<file path="config.mk">
export PLATFORM = sky130hd
export DESIGN_NAME = dhcp_packet_option_parser
export DESIGN_NICKNAME = d
export VERILOG_FILES = /design/src/dpop_pkg.sv /design/src/dhcp_packet_option_parser.sv /design/src/dpop_front.sv /design/src/dpop_fifo.sv /design/src/dpop_back.sv
export SDC_FILE = /design/constraint.sdc
export NUM_CORES = 1
export LEC_CHECK = 0
export BUFFER_PORTS_ARGS = -buffer_cell sky130_fd_sc_hd__buf_4
export CELL_PAD_IN_SITES_DETAIL_PLACEMENT = 1
export CELL_PAD_IN_SITES_GLOBAL_PLACEMENT = 2
export CORE_MARGIN = 4
export CORE_UTILIZATION = 40
export DETAILED_ROUTE_END_ITERATION = 12
export GPL_ROUTABILITY_DRIVEN = 1
export PLACE_DENSITY = 0.82
export SKIP_CTS_REPAIR_TIMING = 1
export SYNTH_ARGS = -nofsm -noshare
export SYNTH_HDL_FRONTEND = slang
export SYNTH_SLANG_ARGS = --single-unit
</file>
<file path="constraint.sdc">
create_clock -name clk -period 6.25 [get_ports clk]
set_input_delay 1.25 -clock clk [delete_from_list [all_inputs] [get_ports clk]]
set_output_delay 1.25 -clock clk [all_outputs]
set_load 0.02 [all_outputs]
</file>
<file path="src/dpop_pkg.sv">
// ----------------------------------------------------------------------------
// dpop_pkg
// Types and constants shared by the DHCP packet option parser modules.
// ----------------------------------------------------------------------------
package dpop_pkg;

	// byte classes
	localparam logic [3:0] CL_HEADER  = 4'd0;
	localparam logic [3:0] CL_HWADDR  = 4'd1;
	localparam logic [3:0] CL_SNAME   = 4'd2;
	localparam logic [3:0] CL_FILE    = 4'd3;
	localparam logic [3:0] CL_COOKIE  = 4'd4;
	localparam logic [3:0] CL_PAD     = 4'd5;
	localparam logic [3:0] CL_CODE    = 4'd6;
	localparam logic [3:0] CL_LEN     = 4'd7;
	localparam logic [3:0] CL_VALUE   = 4'd8;
	localparam logic [3:0] CL_END     = 4'd9;
	localparam logic [3:0] CL_IGNORED = 4'd10;

	// parse status codes
	localparam logic [2:0] ST_OK      = 3'd0;
	localparam logic [2:0] ST_BAD     = 3'd1;
	localparam logic [2:0] ST_NO_END  = 3'd2;
	localparam logic [2:0] ST_LIMIT   = 3'd3;
	localparam logic [2:0] ST_OVERRUN = 3'd4;

	// option codes of interest
	localparam logic [7:0] OPT_PAD      = 8'h00;
	localparam logic [7:0] OPT_END      = 8'hFF;
	localparam logic [7:0] OPT_REQ_ADDR = 8'd50;
	localparam logic [7:0] OPT_MSG_TYPE = 8'd53;

	// fixed header layout
	localparam logic [7:0] OFF_HWADDR = 8'd28;
	localparam logic [7:0] OFF_SNAME  = 8'd44;
	localparam logic [7:0] OFF_FILE   = 8'd108;
	localparam logic [7:0] OFF_COOKIE = 8'd236;
	localparam logic [7:0] OFF_LAST   = 8'd239;
	localparam logic [7:0] OFF_CIADDR = 8'd12;
	localparam logic [7:0] OFF_CIEND  = 8'd15;

	localparam logic [5:0] SEEN_MAX = 6'd63;

	localparam logic [7:0] COOKIE [4] = '{8'h63, 8'h82, 8'h53, 8'h63};

	typedef struct packed {
		logic [7:0] data_byte;
		logic       last_byte;
	} in_item_t;

	typedef struct packed {
		logic [3:0]  byte_class;
		logic [5:0]  option_slot;
		logic [7:0]  position;
		logic [7:0]  byte_out;
		logic        packet_done;
		logic [2:0]  parse_status;
		logic [5:0]  option_count;
		logic [7:0]  message_type;
		logic        has_message_type;
		logic [31:0] requested_address;
		logic        has_requested_address;
	} out_item_t;

	// classified byte passed from front to back
	typedef struct packed {
		logic [3:0] byte_class;
		logic [5:0] option_slot;
		logic [7:0] position;
		logic [7:0] data;
		logic       last;
		logic [2:0] status;
		logic [5:0] count;
		logic [7:0] code;
	} mid_item_t;

endpackage

</file>
<file path="src/dhcp_packet_option_parser.sv">
// ----------------------------------------------------------------------------
// dhcp_packet_option_parser
// Byte-wise DHCP packet classifier with option walk and packet summary.
// ----------------------------------------------------------------------------
// Usage:
//   Input queue side: drive request (data_byte, last_byte) with push; a byte
//   is taken at a rising edge with push high and full low. last_byte marks
//   the final byte of a packet and returns the parser to the packet start.
//   Result queue side: while empty is low, result holds the item for the
//   oldest byte; pop high at a rising edge takes it. Exactly one result item
//   comes out per byte, in order.
//   Throughput: one byte per cycle, sustained, as long as results are popped.
//   A result reaches the result ports through the two-entry queue behind
//   the classifier and then the output register.
//   When pop stays low the output register holds its item, the queue fills
//   after two more bytes and full rises; nothing is dropped.
//   Summary fields (status, count, message type, address) are nonzero only
//   on the result of a last byte.
//   Reset (arst_n low) empties queue and output register and starts a new
//   packet at offset zero.
// ----------------------------------------------------------------------------
module dhcp_packet_option_parser
	import dpop_pkg::*;
#(
	parameter int MAX_OPTIONS = 32
) (
	input  logic      clk,
	input  logic      arst_n,
	input  logic      push,
	output logic      full,
	input  in_item_t  request,
	output logic      empty,
	input  logic      pop,
	output out_item_t result
);

	mid_item_t front_item;
	mid_item_t back_item;
	logic      front_valid;
	logic      fifo_full;
	logic      fifo_valid;
	logic      back_take;

	assign full = fifo_full;

	// classifier front
	dpop_front #(
		.MAX_OPTIONS(MAX_OPTIONS)
	) u_front (
		.clk      (clk),
		.arst_n   (arst_n),
		.in_valid (push),
		.in_item  (request),
		.out_ready(!fifo_full),
		.out_valid(front_valid),
		.out_item (front_item)
	);

	// decoupling queue
	dpop_fifo u_fifo (
		.clk     (clk),
		.arst_n  (arst_n),
		.wr_en   (front_valid && !fifo_full),
		.wr_item (front_item),
		.full    (fifo_full),
		.rd_en   (back_take),
		.rd_valid(fifo_valid),
		.rd_item (back_item)
	);

	// summary back end
	dpop_back u_back (
		.clk     (clk),
		.arst_n  (arst_n),
		.in_valid(fifo_valid),
		.in_item (back_item),
		.in_take (back_take),
		.empty   (empty),
		.pop     (pop),
		.result  (result)
	);

endmodule

</file>
<file path="src/dpop_front.sv">
// ----------------------------------------------------------------------------
// dpop_front
// Walks the packet layout byte by byte: fixed header regions, cookie check,
// option code/length/value phases, option limit and end-of-packet status.
// ----------------------------------------------------------------------------
module dpop_front
	import dpop_pkg::*;
#(
	parameter int MAX_OPTIONS = 32
) (
	input  logic      clk,
	input  logic      arst_n,
	input  logic      in_valid,
	input  in_item_t  in_item,
	input  logic      out_ready,
	output logic      out_valid,
	output mid_item_t out_item
);

	localparam logic [7:0] MaxOpt = 8'(MAX_OPTIONS);

	typedef enum logic [2:0] {PH_FIXED, PH_CODE, PH_LEN, PH_VALUE, PH_DONE} phase_t;

	phase_t     phase_q, phase_n;
	logic [7:0] off_q;
	logic [5:0] seen_q, seen_n;
	logic [7:0] code_q, code_n;
	logic [7:0] left_q, left_n;
	logic [7:0] vidx_q, vidx_n;
	logic       bad_q, bad_n;
	logic       lim_q, lim_n;
	logic       short_pkt;
	logic       accept;
	logic [7:0] b;
	logic [5:0] slot_cur;

	assign accept    = in_valid && out_ready;
	assign out_valid = in_valid;
	assign b         = in_item.data_byte;
	assign slot_cur  = (seen_q == 6'd0) ? 6'd0 : seen_q - 6'd1;

	// classify the byte and work out the next parse state
	always_comb begin
		phase_n   = phase_q;
		seen_n    = seen_q;
		code_n    = code_q;
		left_n    = left_q;
		vidx_n    = vidx_q;
		bad_n     = bad_q;
		lim_n     = lim_q;
		short_pkt = 1'b0;
		out_item  = '0;
		out_item.byte_class = CL_IGNORED;
		out_item.data       = b;
		out_item.last       = in_item.last_byte;
		out_item.code       = code_q;
		case (phase_q)
			PH_FIXED: begin
				if (off_q < OFF_HWADDR) begin
					out_item.byte_class = CL_HEADER;
					out_item.position   = off_q;
				end else if (off_q < OFF_SNAME) begin
					out_item.byte_class = CL_HWADDR;
					out_item.position   = off_q - OFF_HWADDR;
				end else if (off_q < OFF_FILE) begin
					out_item.byte_class = CL_SNAME;
					out_item.position   = off_q - OFF_SNAME;
				end else if (off_q < OFF_COOKIE) begin
					out_item.byte_class = CL_FILE;
					out_item.position   = off_q - OFF_FILE;
				end else begin
					out_item.byte_class = CL_COOKIE;
					out_item.position   = off_q - OFF_COOKIE;
					if (b != COOKIE[off_q[1:0]])
						bad_n = 1'b1;
					if (off_q == OFF_LAST)
						phase_n = bad_n ? PH_DONE : PH_CODE;
				end
				short_pkt = in_item.last_byte && (off_q < OFF_LAST);
			end
			PH_CODE: begin
				if ({2'b00, seen_q} >= MaxOpt) begin
					lim_n   = 1'b1;
					phase_n = PH_DONE;
				end else if (b == OPT_PAD) begin
					out_item.byte_class  = CL_PAD;
					out_item.option_slot = seen_q;
				end else if (b == OPT_END) begin
					out_item.byte_class  = CL_END;
					out_item.option_slot = seen_q;
					phase_n = PH_DONE;
				end else begin
					out_item.byte_class  = CL_CODE;
					out_item.option_slot = seen_q;
					code_n  = b;
					if (seen_q < SEEN_MAX)
						seen_n = seen_q + 6'd1;
					phase_n = PH_LEN;
				end
			end
			PH_LEN: begin
				out_item.byte_class  = CL_LEN;
				out_item.option_slot = slot_cur;
				left_n  = b;
				vidx_n  = 8'd0;
				phase_n = (b == 8'd0) ? PH_CODE : PH_VALUE;
			end
			PH_VALUE: begin
				out_item.byte_class  = CL_VALUE;
				out_item.option_slot = slot_cur;
				out_item.position    = vidx_q;
				vidx_n = vidx_q + 8'd1;
				left_n = left_q - 8'd1;
				if (left_n == 8'd0)
					phase_n = PH_CODE;
			end
			default: ;
		endcase

		// packet status on the last byte
		if (in_item.last_byte) begin
			if (short_pkt || bad_n)
				out_item.status = ST_BAD;
			else if (lim_n)
				out_item.status = ST_LIMIT;
			else if (phase_n == PH_DONE)
				out_item.status = ST_OK;
			else if (phase_n == PH_CODE)
				out_item.status = ST_NO_END;
			else
				out_item.status = ST_OVERRUN;
			out_item.count = seen_n;
		end
	end

	// parse state, back to start after each packet
	always_ff @(posedge clk or negedge arst_n) begin
		if (!arst_n) begin
			phase_q <= PH_FIXED;
			off_q   <= '0;
			seen_q  <= '0;
			code_q  <= '0;
			left_q  <= '0;
			vidx_q  <= '0;
			bad_q   <= 1'b0;
			lim_q   <= 1'b0;
		end else if (accept) begin
			if (in_item.last_byte) begin
				phase_q <= PH_FIXED;
				off_q   <= '0;
				seen_q  <= '0;
				code_q  <= '0;
				left_q  <= '0;
				vidx_q  <= '0;
				bad_q   <= 1'b0;
				lim_q   <= 1'b0;
			end else begin
				phase_q <= phase_n;
				if (phase_q == PH_FIXED)
					off_q <= off_q + 8'd1;
				seen_q  <= seen_n;
				code_q  <= code_n;
				left_q  <= left_n;
				vidx_q  <= vidx_n;
				bad_q   <= bad_n;
				lim_q   <= lim_n;
			end
		end
	end

endmodule

</file>
<file path="src/dpop_fifo.sv">
// ----------------------------------------------------------------------------
// dpop_fifo
// Two-entry queue of classified items between the front and back parts.
// ----------------------------------------------------------------------------
module dpop_fifo
	import dpop_pkg::*;
(
	input  logic      clk,
	input  logic      arst_n,
	input  logic      wr_en,
	input  mid_item_t wr_item,
	output logic      full,
	input  logic      rd_en,
	output logic      rd_valid,
	output mid_item_t rd_item
);

	mid_item_t  mem_q [2];
	logic       wr_ptr_q;
	logic       rd_ptr_q;
	logic [1:0] cnt_q;

	assign full     = (cnt_q == 2'd2);
	assign rd_valid = (cnt_q != 2'd0);
	assign rd_item  = mem_q[rd_ptr_q];

	// entry storage
	always_ff @(posedge clk) begin
		if (wr_en)
			mem_q[wr_ptr_q] <= wr_item;
	end

	// pointers and fill count
	always_ff @(posedge clk or negedge arst_n) begin
		if (!arst_n) begin
			wr_ptr_q <= 1'b0;
			rd_ptr_q <= 1'b0;
			cnt_q    <= 2'd0;
		end else begin
			if (wr_en)
				wr_ptr_q <= ~wr_ptr_q;
			if (rd_en)
				rd_ptr_q <= ~rd_ptr_q;
			if (wr_en && !rd_en)
				cnt_q <= cnt_q + 2'd1;
			else if (rd_en && !wr_en)
				cnt_q <= cnt_q - 2'd1;
		end
	end

endmodule

</file>
<file path="src/dpop_back.sv">
// ----------------------------------------------------------------------------
// dpop_back
// Collects client address, message type and requested address option from
// classified items and drives the registered result item.
// ----------------------------------------------------------------------------
module dpop_back
	import dpop_pkg::*;
(
	input  logic      clk,
	input  logic      arst_n,
	input  logic      in_valid,
	input  mid_item_t in_item,
	output logic      in_take,
	output logic      empty,
	input  logic      pop,
	output out_item_t result
);

	logic [31:0] cli_q, cli_n;
	logic [7:0]  tv_q, tv_n;
	logic        tf_q, tf_n;
	logic [31:0] oa_q, oa_n;
	logic        af_q, af_n;
	logic        cap_q, cap_n;
	logic        out_valid_q;
	out_item_t   result_q;
	out_item_t   res_n;
	logic [7:0]  b;

	assign in_take = in_valid && (!out_valid_q || pop);
	assign empty   = !out_valid_q;
	assign result  = result_q;
	assign b       = in_item.data;

	// summary update for one item
	always_comb begin
		cli_n = cli_q;
		tv_n  = tv_q;
		tf_n  = tf_q;
		oa_n  = oa_q;
		af_n  = af_q;
		cap_n = cap_q;
		if (in_item.byte_class == CL_HEADER && in_item.position >= OFF_CIADDR
				&& in_item.position <= OFF_CIEND)
			cli_n = {cli_q[23:0], b};
		if (in_item.byte_class == CL_LEN)
			cap_n = 1'b0;
		if (in_item.byte_class == CL_VALUE) begin
			if (in_item.code == OPT_MSG_TYPE && in_item.position == 8'd0 && !tf_q) begin
				tv_n = b;
				tf_n = 1'b1;
			end
			if (in_item.code == OPT_REQ_ADDR) begin
				if (in_item.position == 8'd0 && !af_q) begin
					af_n  = 1'b1;
					cap_n = 1'b1;
					oa_n  = {b, 24'd0};
				end else if (cap_q && in_item.position < 8'd4) begin
					case (in_item.position[1:0])
						2'd1:    oa_n = oa_q | {8'd0, b, 16'd0};
						2'd2:    oa_n = oa_q | {16'd0, b, 8'd0};
						2'd3:    oa_n = oa_q | {24'd0, b};
						default: oa_n = oa_q;
					endcase
				end
			end
		end

		// result fields; status on every last byte, the rest of the summary only if it is not bad
		res_n = '0;
		res_n.byte_class  = in_item.byte_class;
		res_n.option_slot = in_item.option_slot;
		res_n.position    = in_item.position;
		res_n.byte_out    = b;
		res_n.packet_done = in_item.last;
		if (in_item.last) begin
			res_n.parse_status = in_item.status;
			if (in_item.status != ST_BAD) begin
				res_n.option_count     = in_item.count;
				res_n.message_type     = tv_n;
				res_n.has_message_type = tf_n;
				if (cli_n != 32'd0) begin
					res_n.requested_address     = cli_n;
					res_n.has_requested_address = 1'b1;
				end else if (af_n) begin
					res_n.requested_address     = oa_n;
					res_n.has_requested_address = 1'b1;
				end
			end
		end
	end

	// result register
	always_ff @(posedge clk) begin
		if (in_take)
			result_q <= res_n;
	end

	// summary state and result valid
	always_ff @(posedge clk or negedge arst_n) begin
		if (!arst_n) begin
			out_valid_q <= 1'b0;
			cli_q <= '0;
			tv_q  <= '0;
			tf_q  <= 1'b0;
			oa_q  <= '0;
			af_q  <= 1'b0;
			cap_q <= 1'b0;
		end else begin
			if (in_take)
				out_valid_q <= 1'b1;
			else if (pop)
				out_valid_q <= 1'b0;
			if (in_take) begin
				if (in_item.last) begin
					cli_q <= '0;
					tv_q  <= '0;
					tf_q  <= 1'b0;
					oa_q  <= '0;
					af_q  <= 1'b0;
					cap_q <= 1'b0;
				end else begin
					cli_q <= cli_n;
					tv_q  <= tv_n;
					tf_q  <= tf_n;
					oa_q  <= oa_n;
					af_q  <= af_n;
					cap_q <= cap_n;
				end
			end
		end
	end

endmodule

</file>
Yosys cells after proc, flatten, opt, wreduce, memory -nomap -nowiden. Memory sizes are Yosys's and may differ from the RTL's. Cells that the tools add are included. Widths: inputs -> output; s select.

Bitwise logic cells: 6. Reductions and logical operators: 37. Equality and inequality tests: 20. Shift operators: 0. Magnitude comparators: 11. Muxes and demuxes: 100. Div/mod/pow operators: 0. Multiply operators: 0. Add/subtract/negate cells: 11.

Operator list (number): $mux 32 (7); $mux 8 (18); $pmux 32 s3 (1); $mux 33 (2); $mux 3 (16); $pmux 8 s2 (3); $mux 6 (7); $mux 1 (32); $or 32x16->32 (1); $or 32x24->32 (1); $or 32x8->32 (1); $reduce_bool 32->1 (1); $mux 10 (3); $logic_not 8->1 (3); $add 8x1->8 const B (2); $bmux 8 s2 (1); $eq 8x6->1 const B (2); $eq 8x8->1 const B (2); $lt 8x8->1 const B (2); $pmux 4 s4 (1); $mux 4 (3); $pmux 3 s4 (1); $pmux 6 s2 (1); $logic_and 1x1->1 (11); other kinds (42) (63).

Output and inout port bits: 80. Bits in read-only memories: 0. Bits in latches: 0. Register bits after elaboration: 201. Word-level logic and storage cells: 215. Memories: 1. Bits in writable memories: 88.

Memories: u_fifo.mem_q (words 2, bits a word 44, rd ports 1, clocked after memory_dff 0, wr ports 1, line dpop_fifo.sv:18) `mid_item_t mem_q [2];`.

Logic depth before layout (Yosys ltp).
Word-level depth: 24. Gate-level depth with buffers: 9.

Cells and area by module. From an unflattened synthesis, not the netlist that was laid out.

Cells, all modules: 1050. Area total of the unflattened synthesis: 13402.9 um2.

By module, submodules not included: dpop_back (cells each 500, sequential area each 4244.1 um2, area each 6566.3 um2, times used 1); dpop_fifo (cells each 153, sequential area each 2742.6 um2, area each 3564.7 um2, times used 1); dpop_front (cells each 395, sequential area each 1076.0 um2, area each 3261.9 um2, times used 1); dhcp_packet_option_parser (cells each 2, sequential area each 0.0 um2, area each 10.0 um2, times used 1).

Worst setup path before layout. No wires, ideal clock.

Kind: input port to flip-flop. From: in pop. To: reg u_back.cli_q[4]. Stages: 7. Library setup time: 0.121 ns. Path slack: 1.489 ns. Arrival time: 4.640 ns. Path buffers: 1. Data required time: 6.129 ns. Cell sequence: nand2b_1 o21ai_1 clkinv_1 nand2_1 nor2_1 buf_2 a22o_1.

Word-level cells in the longest chain between the ends: 2.

RTL lines: from (decl) (line dhcp_packet_option_parser.sv:33) `input logic pop,`; $logic_or 1x1->1 (line dpop_back.sv:30) `assign in_take = in_valid && (!out_valid_q || pop);`; $logic_and 1x1->1 (line dpop_back.sv:30); via back_take (line dhcp_packet_option_parser.sv:42) `logic back_take;`; to (signal assigned) (line dpop_back.sv:123) `cli_q <= cli_n;`; to (decl) (line dpop_back.sv:19) `logic [31:0] cli_q, cli_n;`.

The timed path passes the listed nets, and every way through them passes these cells. A chain may end at the register's enable or synchronous reset.

Final worst setup path.
From: reg u_fifo.rd_ptr_q. To: reg u_back.cli_q[17].

Word-level cells in the longest chain between the ends: 6.

RTL lines: from (decl) (line dpop_fifo.sv:20) `logic rd_ptr_q;`; from (signal assigned) (line dpop_fifo.sv:43) `rd_ptr_q <= ~rd_ptr_q;`; $mem_v2 2x44 *; $ge 8x4->1 or $logic_not 4->1 (tied branches) (line dpop_back.sv:43) `if (in_item.byte_class == CL_HEADER && in_item.position >= OFF_CIADDR`; $logic_and 1x1->1 (line dpop_back.sv:43); $logic_and 1x1->1 (line dpop_back.sv:44) `&& in_item.position <= OFF_CIEND)`; $mux 32 (line dpop_back.sv:43); $mux 32 * (line dpop_back.sv:115) `if (in_item.last) begin`.

Every way passes the cells marked *; elsewhere a longest branch is shown, timed or not.

==> results by group <==
Synthesis
  – Synthesized flop and latch total: 289
  – Synth top area cells: edfxtp_1 38%, dfrtp_1 23%, nor2_1 3.5%, mux2i_1 3.4%, a22o_1 3.3%
  – Yosys cell types: 75
  – Mapped Avg Cell Area: 11.9 sq um
  – Cell area after synthesis: 13,100 sq um
  – Top post-synthesis cells by count: 166 x edfxtp_1, 124 x nor2_1, 123 x dfrtp_1
  – Cell with the most instances after synthesis: edfxtp_1
  – YS warnings: 0
  – Area leader, netlist: edfxtp_1
  – Mapped Cells: 1,108
  – Top cell type's share of synthesized area: 37.9%
  – Syn Nets: 1,132
  – EDFF count, synth: 166
  – Post-synth ARST share: 42.6%
  – Register area share after synthesis: 61.4%
  – Top FF cell, synth: edfxtp_1

Clocking
  – H-tree lvl count: 1
  – Cts bufs inserted: 31
  – Root Driver: clkbuf_16
  – Clk slew on worst S/H paths: 60 ps
  – Worst skew pair latency: 570 ps
  – CTS Sinks: 289
  – CTS tree: done
  – Worst-case clock buffer depth: 3

Global routing
  – GRT Total Usage: 20.6%
  – GRT Residual Overflow: 0
  – First-pass GRT wire length: 58,700 um
  – Largest net degree at the start of global routing: 80
  – Initial antenna violation count: 1
  – Vias in the first global route: 9,739

Route
  – Post-Route WL: 37,500 um
  – DRC viols: 0
  – DR vias/cell: 5.75
  – Number of DRC markers in iteration 0: 708
  – Via count: 9,529
  – Drt first pass iters: 5
  – Final ANT Viol Nets: 0
  – WL per Instance: 22.6 um

Flow run
  – Max Cap Viol: 0

Power
  – Comb pwr share: 29.0%
  – Static leakage: 0.00612 uW
  – Worst vdd ir: 0.247 mV
  – Int Pwr: 4160 uW
  – P per Cell Area: 422 nW/um^2
  – Sequential share of power: 43.1%
  – Switch Pwr: 2260 uW
  – Clock power frac: 27.9%
  – Switching part of the total power: 35.2%

STA
  – Tmin final: 4500 ps
  – Unrepaired setup endpoints after global routing: false
  – Crit share post-route: 72.0%
  – Worst slew pin tran: 1310 ps
  – Hold WS: 491 ps
  – Final Hold Fails: 0
  – Setup TNS: 0 ps
  – Clock Skew: 17.2 ps
  – Fmax: 0.222 GHz
  – Final Max Slew Viols: 0
  – Relative slew slack: 12.8%
  – Setup violations, final: 0

Min path
  – Hold WC Path Type: register to register
  – Min-Delay Path Depth: 1
  – Hold Startpoint: u_back.oa_q[10]

Worst setup path
  – Crit path arrival time: 5000 ps
  – Worst EP required: 6750 ps
  – Worst Reg-to-Reg Cells: 6
  – Crit start category: register
  – Largest fanout on the critical path: 47
  – Critical Path Sink Type: register
  – Critical R2R Launch: u_fifo.rd_ptr_q
  – Crit path from: u_fifo.rd_ptr_q
  – WS Path Type: register to register

Final layout
  – Area of the multi-input gates: 4720 sq um
  – Register area: 8060 sq um
  – Non-filler cells, final: 1,656
  – Share of layout cells above drive strength 1: 15.5%
  – # nets final: 1,211
  – Fill cells: 3,446
  – Area delta synth->final: 15.9%

Floorplanning
  – Core Area: 32,500 sq um
  – Die W: 189 um
  – Initial Utilization: 40.5%
  – Cell Rows: 66
  – IO Count: 93
  – Chip Height: 189 um
  – Area of the die: 35,800 sq um

Placement
  – Placed instance count: 1,596
  – Hpwl dp: 25,300 um
  – Routability congestion estimate: 0.844
  – PortBufs: 92

Status
  – Status: finished, final reports clean
-- cell usage in the layout, fill, tap and decap left out, drive strengths merged, types with 6 or more instances in the layout --
cell type	count
nor3	21
nor2	124
clkinv	14
nand3b	7
xor2	8
dfrtp	123
nor3b	6
nand2	71
and3	6
o22ai	28
edfxtp	166
nor4	17
buf	105
mux2	17
a22o	49
clkbuf	46
ha	11
a21oi	69
xnor2	13
mux2i	45
o22a	8
inv	23
nand2b	11
a22oi	14
a21o	7
nand4	11
nand3	12
o21ai	66
o2bb2ai	8
a32oi	8
o21a	19
or4	7
a31oi	14
or3	6
-- layer usage --
metal  wire (um)  vias up  global-route usage [%]  part of all wire [%]
li1            -     4339                       -                     -
met1       17600     4902                    30.7                    47
met2       17400      241                    32.9                    46
met3        1850       45                    2.64                   4.9
met4         625        2                    3.95                   1.7
met5          20        -                       0                 0.053
-- metrics by stage --
stage	util (%)	area (sq um)	worst slack [ps]	total power, uW
after floorplan	-	13100	1490	3850
after global placement	43.9	14200	1970	4620
after detailed placement	43.9	14200	1800	4680
after CTS	46.9	15200	1810	6480
after global routing	46.9	15200	1530	6720
final	46.9	15200	1750	6420
-- worst max-delay path, stage by stage, from the launching register on --
cell and delay, ps:
dfrtp_2 430, buf_4 560, or4b_1 510, o22ai_2 620, nand2_2 770, nor2_2 1260, a22o_1 260
-- power by group through the flow --
stage	Sequential (uW)	Combinational, uW	Clock (uW)
after floorplan	3000	856	0
after global placement	2780	1830	0
after detailed placement	2810	1870	0
after CTS	2780	1880	1820
after global routing	2810	2000	1910
final	2770	1860	1790
-- final cells by class --
type | instances | share of cell area (%)
inverter | 27 | 0.674
clock buffer | 46 | 5.66
multi-input combinational | 733 | 31.0
clock inverter | 12 | 0.814
timing repair buffer | 105 | 5.18
tap | 442 | 3.63
sequential | 289 | 53.0
antenna | 2 | 0.0329
-- sequential cells by signal, indices dropped and copies added (netlist names), 8 cells and up --
signal and flops:
u_fifo.mem_q 88, u_back.oa_q 32, u_front.off_q 8, u_front.vidx_q 8
u_back.cli_q 32, u_front.left_q 8, u_back.result 78, u_back.tv_q 8
u_front.code_q 8
-- worst paths after layout --
| path | end | slack, ps |
|---|---|---|
| hold / removal | u_back.oa_q[10] | 490 |
| hold reg to reg | u_back.oa_q[10] | 490 |
| setup reg to reg | u_back.cli_q[17] | 1750 |
| max in group asynchronous | u_front.left_q[3] | 4100 |
| min in group asynchronous | u_fifo.cnt_q[1] | 860 |
| setup / recovery | u_back.cli_q[17] | 1750 |
-- cells by family after synthesis --
family	count (synthesis)	share of synthesized area [%]
DFF	289	61.4
buffers and inverters	86	2.74
AOI/OAI and AO/OA	317	16.3
muxes	62	4.89
xor gates and xnor gates	21	1.40
adders and majority gates	11	1.05
and+or+nand+nor	322	12.2
No activity file was read; power rests on OpenSTA's default activity.
